**src/sv/gpd_pkg.sv**
```systemverilog
// gpd_pkg: shared types and constants for the gaussian pyramid downsampler
// no dependencies; imported by every module of the block
`default_nettype none

package gpd_pkg;

    // configuration port
    localparam int CFG_INDEX_BITS  = 4;
    localparam int CFG_DATA_BITS   = 16;
    localparam int CFG_WIDTH_BITS  = 12;
    localparam int CFG_HEIGHT_BITS = 13;

    localparam logic [CFG_INDEX_BITS-1:0] REG_IMAGE_WIDTH  = CFG_INDEX_BITS'(0);
    localparam logic [CFG_INDEX_BITS-1:0] REG_IMAGE_HEIGHT = CFG_INDEX_BITS'(1);

    // frame geometry
    localparam int MAX_HEIGHT = 4096;
    localparam int ROW_BITS   = 12;

    // line store ring: four source lines per column address
    localparam int LINES     = 4;
    localparam int LANE_BITS = 2;
    localparam int TAPS      = 5;

    // per-pixel flags that travel down the pipeline
    typedef struct packed {
        logic emit;
        logic eor;
        logic eof;
    } t_tag;

endpackage

`default_nettype wire

```
**src/sv/gpd_filter.sv**
```systemverilog
// gpd_filter: 5x5 binomial window as five column sums, horizontal sum, output register
// consumes columns from gpd_line_store; needs gpd_pkg
`default_nettype none

module gpd_filter
    import gpd_pkg::*;
#(
    parameter int PIXEL_BITS = 8
) (
    input  wire                              i_clk,
    input  wire                              i_rst_n,
    input  wire                              i_adv,
    input  wire                              i_valid,
    input  wire  [TAPS-1:0][PIXEL_BITS-1:0]  i_col,
    input  t_tag                             i_tag,
    input  wire                              i_ready,
    output logic                             o_hold,
    output logic                             o_valid,
    output logic [PIXEL_BITS-1:0]            o_pixel,
    output logic                             o_eor,
    output logic                             o_eof
);

    localparam int VW = PIXEL_BITS + 4;
    localparam int HW = PIXEL_BITS + 8;

    logic [TAPS-1:0][VW-1:0] r_win;
    logic                    r_s3_valid;
    t_tag                    r_s3_tag;

    logic [VW-1:0] vsum;
    logic [HW-1:0] hsum;

    // weights 1 4 6 4 1 as shifts and adds
    always_comb begin
        vsum = VW'(i_col[0]) + VW'(i_col[4])
             + (VW'(VW'(i_col[1]) + VW'(i_col[3])) << 2)
             + (VW'(i_col[2]) << 2) + (VW'(i_col[2]) << 1);
        hsum = HW'(r_win[0]) + HW'(r_win[4])
             + (HW'(HW'(r_win[1]) + HW'(r_win[3])) << 2)
             + (HW'(r_win[2]) << 2) + (HW'(r_win[2]) << 1);
    end

    assign o_hold = o_valid && r_s3_valid && r_s3_tag.emit;

    always_ff @(posedge i_clk) begin
        if (!i_rst_n) begin
            r_win      <= '0;
            r_s3_valid <= 1'b0;
            o_valid    <= 1'b0;
        end else begin
            if (i_adv) begin
                if (i_valid) begin
                    r_win <= {vsum, r_win[TAPS-1:1]};
                end
                r_s3_valid <= i_valid;
            end
            if (i_adv && r_s3_valid && r_s3_tag.emit) begin
                o_valid <= 1'b1;
            end else if (i_ready) begin
                o_valid <= 1'b0;
            end
        end
    end

    always_ff @(posedge i_clk) begin
        if (i_adv) begin
            r_s3_tag <= i_tag;
        end
        if (i_adv && r_s3_valid && r_s3_tag.emit) begin
            o_pixel <= hsum[HW-1:8];
            o_eor   <= r_s3_tag.eor;
            o_eof   <= r_s3_tag.eof;
        end
    end

endmodule

`default_nettype wire

```
**config.mk**
```make
export PLATFORM = sky130hd
export DESIGN_NAME = gpd_filter
export DESIGN_NICKNAME = d
export VERILOG_FILES = /design/src/sv/gpd_pkg.sv /design/src/sv/gpd_filter.sv
export SDC_FILE = /design/constraint.sdc
export NUM_CORES = 1
export LEC_CHECK = 0
export BUFFER_PORTS_ARGS = -buffer_cell sky130_fd_sc_hd__clkbuf_2
export CORE_ASPECT_RATIO = 1.25
export CORE_MARGIN = 5
export CORE_UTILIZATION = 60
export DETAILED_ROUTE_END_ITERATION = 12
export HOLD_SLACK_MARGIN = 0.05
export PLACE_DENSITY = 0.81
export SYNTH_ARGS = -nofsm -noshare
export SYNTH_HDL_FRONTEND = slang
export SYNTH_SLANG_ARGS = --single-unit
```
**constraint.sdc**
```tcl
create_clock -name i_clk -period 5.5 [get_ports i_clk]
set_input_delay 0.55 -clock i_clk [delete_from_list [all_inputs] [get_ports i_clk]]
set_output_delay 0.55 -clock i_clk [all_outputs]
set_load 0.05 [all_outputs]
```
==> results of run 1 <==
[critical path, cell delays in order, from the launching register on]
cell	delay (ps)
dfxtp_1	370
ha_1	230
inv_1	80
fa_1	470
nor2b_4	150
o21ai_2	60
a21oi_1	210
o41a_1	250
nor4_1	70
a311oi_1	310
fa_1	460
inv_1	70
ha_1	230
ha_1	300
ha_1	360
a21o_1	190
a21oi_1	200
o21ai_2	110
a21oi_2	160
xnor2_1	90
[worst max-delay path by stage]
stage                                 startpoint  slack, ps              endpoint  depth (start not counted)
after CTS                 r_win[36]$_SDFFE_PN0P_        890  o_pixel[7]$_DFFE_PP_                         19
after global placement    r_win[12]$_SDFFE_PN0P_       1150  o_pixel[7]$_DFFE_PP_                         19
after detailed placement  r_win[36]$_SDFFE_PN0P_       1000  o_pixel[7]$_DFFE_PP_                         19
after floorplan           r_win[12]$_SDFFE_PN0P_       1370  o_pixel[7]$_DFFE_PP_                         19
final                     r_win[36]$_SDFFE_PN0P_        880  o_pixel[7]$_DFFE_PP_                         19
after global routing      r_win[12]$_SDFFE_PN0P_        650  o_pixel[7]$_DFFE_PP_                         19
[sequential cells by signal, summed over array words and instances, names as in the netlist]
name,cells
r_s3_tag,3
r_win,60
r_s3_valid,1
o_eor,1
o_pixel,8
o_valid,1
o_eof,1
[kinds of logic (layout without fill, tap and decap cells)]
logic type               Yosys count  in the layout  synth area share [%]
flip-flops                        75             75                 29.43
buffers and inverters            114            171                 7.741
XOR/XNOR                          29             29                 4.581
AO/OA/AOI/OAI                    127            127                 14.20
AND/OR/NAND/NOR                  162            162                 12.10
adder cells (fa/ha/maj)          108            108                 31.96
[cells in the mapped netlist, types with 5 or more instances]
library cell / n
a21o_1: 8
a21oi_1: 74
clkbuf_1: 17
dfxtp_1: 62
edfxtp_1: 13
fa_1: 56
ha_1: 52
inv_1: 94
nand2_1: 116
nand2b_1: 5
nand3_1: 7
nor2_1: 20
o21ai_0: 6
o21ai_1: 12
xnor2_1: 20
xor2_1: 9
[layer usage]
| metal | vias up | share of wire (%) | global-route usage [%] |
|---|---|---|---|
| met5 | - | 0 | 0 |
| met4 | 0 | 1.7 | 7.206 |
| met3 | 13 | 5.0 | 4.412 |
| met2 | 95 | 53 | 35.97 |
| met1 | 2060 | 41 | 25.34 |
| li1 | 2088 | - | - |
[power by group]
group | switching, W | total, W | internal, W
registers | 0.0000342 | 0.000629 | 0.000595
clock network | 0.000228 | 0.000679 | 0.000452
logic | 0.000334 | 0.000616 | 0.000282
[layout make-up]
cell class,count,area share [%]
Clock buffer,12,4.417
Clock inverter,4,1.234
Tap cell,123,2.447
Multi-Input combinational cell,426,55.41
Inverter,94,5.611
Sequential cell,75,25.95
Timing Repair Buffer,61,4.934
[stage by stage]
| stage | std cells | hold WS, ps | util [%] |
|---|---|---|---|
| after floorplan | 615 | 400.3 | - |
| after global placement | 779 | 406.5 | 65.37 |
| after detailed placement | 779 | 411.0 | 65.37 |
| after CTS | 795 | 382.2 | 69.29 |
| after global routing | 795 | 378.4 | 69.29 |
| final | 795 | 389.6 | 69.29 |
==> qor.yml, run 1 <==
syn_area_um2: 5544
final-seq-area_um2: 1632
synth_warnings: 0
post-route-min-period_ps: 4623
outcome: "completed"
cp-start-kind: "flop"
first_pass_iters: 5
pre_cts_ws_ps: 999.6
synth_seq_cells: 75
hold_start: "i_tag[1]"
clkTransAtPathRegs_ps: 60
post-route-period-util_pct: 84.05
r2r_end: "o_pixel[7]$_DFFE_PP_"
drv_slew: 0
drc: 0
core_area_um2: 9076
ir_drop_mv: 0.1665
rows: 39
drive_gt1_share_pct: 13.54
whs_path_depth: 1
fp.dieArea_um2: 11270
post_cts_buffers: 0
h-tree-depth: 3
min_to: "r_s3_tag[1]$_DFFE_PP_"
grt_first_pass_wirelength_um: 18910
wirelength_um: 10850
fin_worst_skew_ps: 5.133
hpwl_um: 8400
p_leak_nw: 2.849
hold_violations: 0
netlist.area_leader.share_pct: 22.39
gr-total-overflow: 0
ys.flop_type: "dfxtp_1"
multi_input_area_um2: 3485
routabilityCongestion: 0.8310
path_class: "reg -> reg"
wl_per_cell_um: 13.65
yosysUniqueCellTypes: 42
ant_nets: 0
yosysSeqAreaShare_pct: 29.43
vias: 4256
min_path_type: "in -> reg"
r2r_slack_ps: 880
critPathArrivalTime_ps: 4710
grt_pass1_vias: 4402
viasPerCell: 5.353
fin_nets: 823
drt_iter0_markers: 198
setup_tns_ps: 0
power.total_w: 0.001924
io_buffers: 59
avgSynthCellArea_um2: 9.015
fp.dieW_um: 95.98
holdBufCountCts: 0
synth_nets: 771
cts_made_buffers: 9
grt_max_degree: 61
critical_path.max_fanout: 4
synthTopCellsByArea: "dfxtp_1 22%, fa_1 20%, ha_1 12%, nand2_1 7.9%, edfxtp_1 7.0%"
max_cap_violations: 0
r2r-start: "r_win[36]$_SDFFE_PN0P_"
diodes: 0
worst_pin_slew_ps: 1066
worstSkewPairLatency_ps: 340
fmaxAchievable_ghz: 0.2163
fill_cells: 698
rr_worst_depth: 19
layout_setup_ws_ps: 877.2
die_h_um: 117.5
async_reset_ff_share_pct: 0
design_area_um2: 6289
p_per_area_nw_per_um2: 306.0
track_usage_pct: 20.88
final_common_cell: "nand2_1"
synth_largest_area_cell: "dfxtp_1"
antenna_found_initial: 0
io_pins: 60
start_util_pct: 61.08
placed_area_um2: 5933
area_growth_pct: 13.43
required_ps: 5590
rsz0062_at_grt: "false"
cts_tree: "built"
synth-edff-count: 13
setup_viol: 0
cts_root_buffer: "clkbuf_16"
final_cell_mix: "116 x nand2_1, 94 x inv_1, 74 x a21oi_1"
cts.sinks: 75
cts_resized: 0
crit_path_end_kind: "flop"
netlist_instances: 615
clock_path_buffers: 2
slew_headroom_pct: 28.95
Power figures use the tool's default switching activity.
==> inputs of run 2 (changes only) <==
ABC_AREA = 1   (was unset)
CORE_UTILIZATION = 54   (was 60)
PLACE_DENSITY = 0.77   (was 0.81)
clock period = 3.91 ns   (was 5.5 ns; I/O delays follow)
==> qor.yml, run 2 <==
hold_violations: 0
first_pass_iters: 4
gr-total-overflow: 0
design_area_um2: 6506
synth_warnings: 0
fmaxAchievable_ghz: 0.2779
netlist_instances: 706
whs_path_depth: 1
final_cells: 896
min_to: "r_s3_tag[0]$_DFFE_PP_"
viasPerCell: 5.213
comb_power_share_pct: 43.9
netlist.area_leader.share_pct: 21.52
synth-edff-count: 13
drive_gt1_share_pct: 11.26
yosysSeqAreaShare_pct: 28.29
io_buffers: 59
clkTransAtPathRegs_ps: 60
synth_largest_area_cell: "dfxtp_1"
rr_worst_depth: 18
p_clk_share_pct: 28.0
path_class: "reg -> reg"
cts_tree: "built"
wl_per_cell_um: 12.93
final_cell_mix: "140 x inv_1, 98 x nand2_1, 82 x a21oi_1"
drc: 0
synth_nets: 862
fin_worst_skew_ps: 7.994
fin_nets: 915
fp.dieW_um: 102.4
place_inst: 880
pre_cts_ws_ps: 64.38
crit_path_end_kind: "flop"
outcome: "completed"
post-route-min-period_ps: 3598
core_area_um2: 10510
critPathArrivalTime_ps: 3700
async_reset_ff_share_pct: 0
wirelength_um: 11590
grt_max_degree: 66
post-route-period-util_pct: 92.03
setup_viol: 0
seqPwrFrac_pct: 28.1
fp.dieArea_um2: 12860
hold_start: "i_tag[0]"
ant_nets: 0
r2r_end: "o_pixel[7]$_DFFE_PP_"
avgSynthCellArea_um2: 8.170
top_regs: "r_win: 60 flops, o_pixel: 8 flops, r_s3_tag: 3 flops"
r2r-start: "r_win[36]$_SDFFE_PN0P_"
swShare_pct: 38.32
ys.flop_type: "dfxtp_1"
die_h_um: 125.6
yosysMostFrequentCell: "inv_1"
largest_register_ffs: 60
cts.sinks: 75
required_ps: 4010
vias: 4671
clock_path_buffers: 2
cp-start-kind: "flop"
rows: 42
yosysUniqueCellTypes: 28
grt_pass1_vias: 4904
h-tree-depth: 3
grt_first_pass_wirelength_um: 20730
placed_area_um2: 6151
p_per_area_nw_per_um2: 495.9
area_growth_pct: 12.80
worstSkewPairLatency_ps: 340
critical_path.max_fanout: 5
final_common_cell: "inv_1"
io_pins: 60
r2r_slack_ps: 310
drt_iter0_markers: 142
max_cap_violations: 0
start_util_pct: 54.88
diodes: 0
internal_power_w: 0.001990
synth_seq_cells: 75
switchingPower_w: 0.001236
ir_drop_mv: 0.2537
synthTopCellsByArea: "dfxtp_1 22%, fa_1 19%, ha_1 11%, inv_1 9.1%, a21oi_1 7.2%"
cts_made_buffers: 9
hpwl_um: 9199
worst_pin_slew_ps: 936.1
layout_setup_ws_ps: 311.5
final_util_pct: 61.90
p_leak_nw: 3.235
cts_root_buffer: "clkbuf_16"
synthTopCellsByCount: "140 x inv_1, 99 x nand2_1, 83 x a21oi_1"
drv_slew: 0
syn_area_um2: 5768
routabilityCongestion: 0.8840
track_usage_pct: 19.74
antenna_found_initial: 0
min_path_type: "in -> reg"
regMostFlops: "r_win"
slew_headroom_pct: 37.37
==> run 2: worst max-delay path, stage by stage, from the launching register on <==
cell     delay, ps
dfxtp_1        350
ha_1           160
inv_1           70
fa_1           410
inv_1           90
nand3_1        100
nand4_1        100
nand2_1         80
fa_1           480
inv_1           40
ha_1           280
ha_1           340
ha_4           300
nand2_1         80
nor2_1         140
and2_1         140
nand2_1         60
nand3_1         70
nand2_1         50
==> run 2: repair_timing <==
action | 4_1_cts | 5_1_grt
hold buffers | 0 | 0
endpoints found under the setup margin | 0 | 3
gates resized for setup | 0 | 3
setup buffers | 0 | 0
==> run 2: layout make-up <==
class / count / area (um^2)
clock buffers: 9 / 225.2
flip-flops and latches: 75 / 1632
fillers: 895 / 4004
inverters: 141 / 529.3
repair buffers: 61 / 310.3
clock inverters: 7 / 101.3
multi-input cells: 471 / 3543
well taps: 132 / 165.2
==> run 2: worst max-delay path by stage <==
stage | start | endpoint | slack (ps) | depth (start not counted)
CTS | r_win[36]$_SDFFE_PN0P_ | o_pixel[7]$_DFFE_PP_ | 220 | 18
floorplan | i_col[8] | r_win[58]$_SDFFE_PN0P_ | 410 | 19
finish | r_win[36]$_SDFFE_PN0P_ | o_pixel[7]$_DFFE_PP_ | 310 | 18
detailed placement | i_col[8] | r_win[58]$_SDFFE_PN0P_ | 60 | 20
global placement | i_col[8] | r_win[58]$_SDFFE_PN0P_ | 130 | 20
global route | r_win[36]$_SDFFE_PN0P_ | o_pixel[7]$_DFFE_PP_ | -20 | 18
==> run 2: cell families (layout without fill, tap and decap cells) <==
family                   Yosys count  after routing  synth area share, %
XOR/XNOR                          18             18                2.733
AO/OA/AOI/OAI                    161            161                14.43
buffers and inverters            160            218                10.82
flip-flops                        75             75                28.29
AND/OR/NAND/NOR                  184            184                13.02
adder cells (fa/ha/maj)          108            108                30.72
==> run 2: stage by stage <==
stage | power (W) | setup TNS (ps) | hold slack [ps]
after CTS | 0.003221 | 0 | 216.1
final | 0.003227 | 0 | 223.9
after global routing | 0.003523 | -18.11 | 219.3
after detailed placement | 0.002310 | 0 | 405.7
after floorplan | 0.002009 | 0 | 400.3
after global placement | 0.002266 | 0 | 402.9
==> run 2: layer usage <==
layer | routed length (um) | track usage (%) | share of wire [%] | vias up
met1 | 4658 | 22.65 | 40 | 2194
met2 | 6145 | 35.36 | 53 | 95
met4 | 269 | 7.259 | 2.3 | 0
met3 | 516 | 4.067 | 4.5 | 23
li1 | - | - | - | 2359
met5 | 0 | 0 | 0 | -
==> run 2: power groups by stage <==
stage	logic, W	clock network (W)	registers, W
2_1_floorplan	0.00108	0	0.000926
3_3_place_gp	0.00135	0	0.000919
5_1_grt	0.00166	0.000950	0.000913
6_report	0.00142	0.000905	0.000906
3_5_place_dp	0.00139	0	0.000922
4_1_cts	0.00140	0.000914	0.000906
==> inputs of run 3 (changes only) <==
CORE_UTILIZATION = 30   (was 54)
GPL_ROUTABILITY_DRIVEN = 1   (was unset)
PLACE_DENSITY = unset   (was 0.77)
==> qor.yml, run 3 (same netlist as run 2, synthesis figures left out) <==
outcome: "completed"
cp_cell_sequence: "ha_1 -> inv_1 -> fa_1 -> inv_1 -> nand3_1 -> nand4_1 -> nand2_1 -> fa_1 -> inv_1 -> ha_1 -> ha_1 -> ha_2 -> a21oi_1 -> o21ai_0 -> a21oi_1 -> nand2_1 -> nand2_1 -> nand2_1"
cp-start-kind: "flop"
drv_slew: 0
setup_viol: 0
top_regs: "r_win: 60 flops, o_pixel: 8 flops, r_s3_tag: 3 flops"
p_clk_share_pct: 26.5
final_cell_mix: "140 x inv_1, 98 x nand2_1, 83 x a21oi_1"
area_growth_pct: 14.08
worst_pin_slew_ps: 898.7
holdWs_ps: 224.9
wirelength_um: 11320
setup_tns_ps: 0
ir_drop_mv: 0.2117
critPathMaxStageDelay_ps: 480
wl_met2_um: 5417
critical_path_buf_inv_count: 3
viasPerCell: 4.503
final_util_pct: 34.91
routedLengthMet1_um: 5120
largest_register_ffs: 60
fmaxAchievable_ghz: 0.2754
track_usage_pct: 11.16
internal_power_w: 0.001898
switchingPower_w: 0.001192
hpwl_um: 9173
fill_cells: 1941
crit_path_end_kind: "flop"
route.met3.wl_um: 503
ant_nets: 0
routabilityCongestion: 0.8844
diodes: 0
rows: 56
fp.dieArea_um2: 22120
routed.top_layer: "met4"
final_common_cell: "inv_1"
grt_pass1_vias: 4569
required_ps: 4010
core_area_um2: 18850
grt_first_pass_wirelength_um: 20220
hold_violations: 0
rsz0062_at_grt: "false"
fin_nets: 915
max_cap_violations: 0
swShare_pct: 38.58
seqPwrFrac_pct: 29.3
start_util_pct: 30.60
p_per_area_nw_per_um2: 469.7
grt_max_degree: 66
cts_tree: "built"
die_h_um: 165.0
vias: 4485
critPathArrivalTime_ps: 3730
fin_worst_skew_ps: 12.30
h-tree-depth: 3
design_area_um2: 6580
path_class: "reg -> reg"
clock_path_buffers: 2
crit_slowest_cell: "fa_1"
critical_path.max_fanout: 5
power.total_w: 0.003091
placed_area_um2: 6276
p_leak_nw: 3.230
first_pass_iters: 4
crit_top_cell: "nand2_1"
io_buffers: 59
io_pins: 60
drc: 0
comb_power_share_pct: 44.2
post-route-period-util_pct: 92.85
min_path_type: "in -> reg"
cts.sinks: 75
slew_headroom_pct: 40.09
clkTransAtPathRegs_ps: 60
crit_family: "adder cells"
antenna_found_initial: 0
cts_root_buffer: "clkbuf_16"
worstSkewPairLatency_ps: 340
fp.dieW_um: 134.0
regMostFlops: "r_win"
wl_per_cell_um: 11.36
cts_made_buffers: 9
post-route-min-period_ps: 3631
gr-total-overflow: 0
drt_iter0_markers: 317
drive_gt1_share_pct: 10.99
run 3: changes by cell type in the layout (fill, tap and decap cells not counted), sizes merged:
cell,delta
bufinv,-2
clkinvlp,-2
clkbuf,+3
clkinv,+1
run 3: cell type report:
type	instances	area, um^2	share of cell area (%)
clock buffers	12	267.8	4.069
clock inverters	4	31.28	0.4754
inverters	141	529.3	8.043
multi-input cells	471	3520	53.49
flip-flops and latches	75	1632	24.80
well taps	232	290.3	4.411
repair buffers	61	310.3	4.716
run 3: repair_timing:
| item | in CTS | in global routing |
|---|---|---|
| hold buffers | 0 | 0 |
| setup endpoints to repair | 0 | 1 |
| buffers inserted | 0 | 0 |
| endpoints found under the hold margin | 0 | 0 |
| gates resized for setup | 0 | 3 |
run 3: metrics by stage:
step,cells,setup WS (ps)
2_1_floorplan,706,413.6
3_3_place_gp,980,96.59
3_5_place_dp,980,43.52
4_1_cts,996,190.0
5_1_grt,996,12.97
6_report,996,279.5
run 3: path summary, 6_finish.rpt:
kind / startpoint / to / slack, ps / depth (start not counted)
max: r_win[12]$_SDFFE_PN0P_ / o_pixel[7]$_DFFE_PP_ / 280 / 18
min: i_tag[1] / r_s3_tag[1]$_DFFE_PP_ / 220 / 1
max reg2reg: r_win[12]$_SDFFE_PN0P_ / o_pixel[7]$_DFFE_PP_ / 280 / 18
min reg2reg: r_s3_tag[0]$_DFFE_PP_ / o_eof$_DFFE_PP_ / 430 / 0
run 3: power by group through the flow:
stage               combinational [W]  clock (W)  sequential [W]
global placement              0.00137          0        0.000921
finish                        0.00137   0.000820        0.000904
global route                  0.00163   0.000876        0.000911
CTS                           0.00139   0.000840        0.000905
detailed placement            0.00138          0        0.000921
floorplan                     0.00108          0        0.000926
run 3: routing by layer:
metal | global-route usage (%) | up-vias
li1 | - | 2353
met1 | 13.81 | 2037
met2 | 18.34 | 74
met3 | 2.986 | 21
met4 | 4.861 | 0
met5 | 0 | -
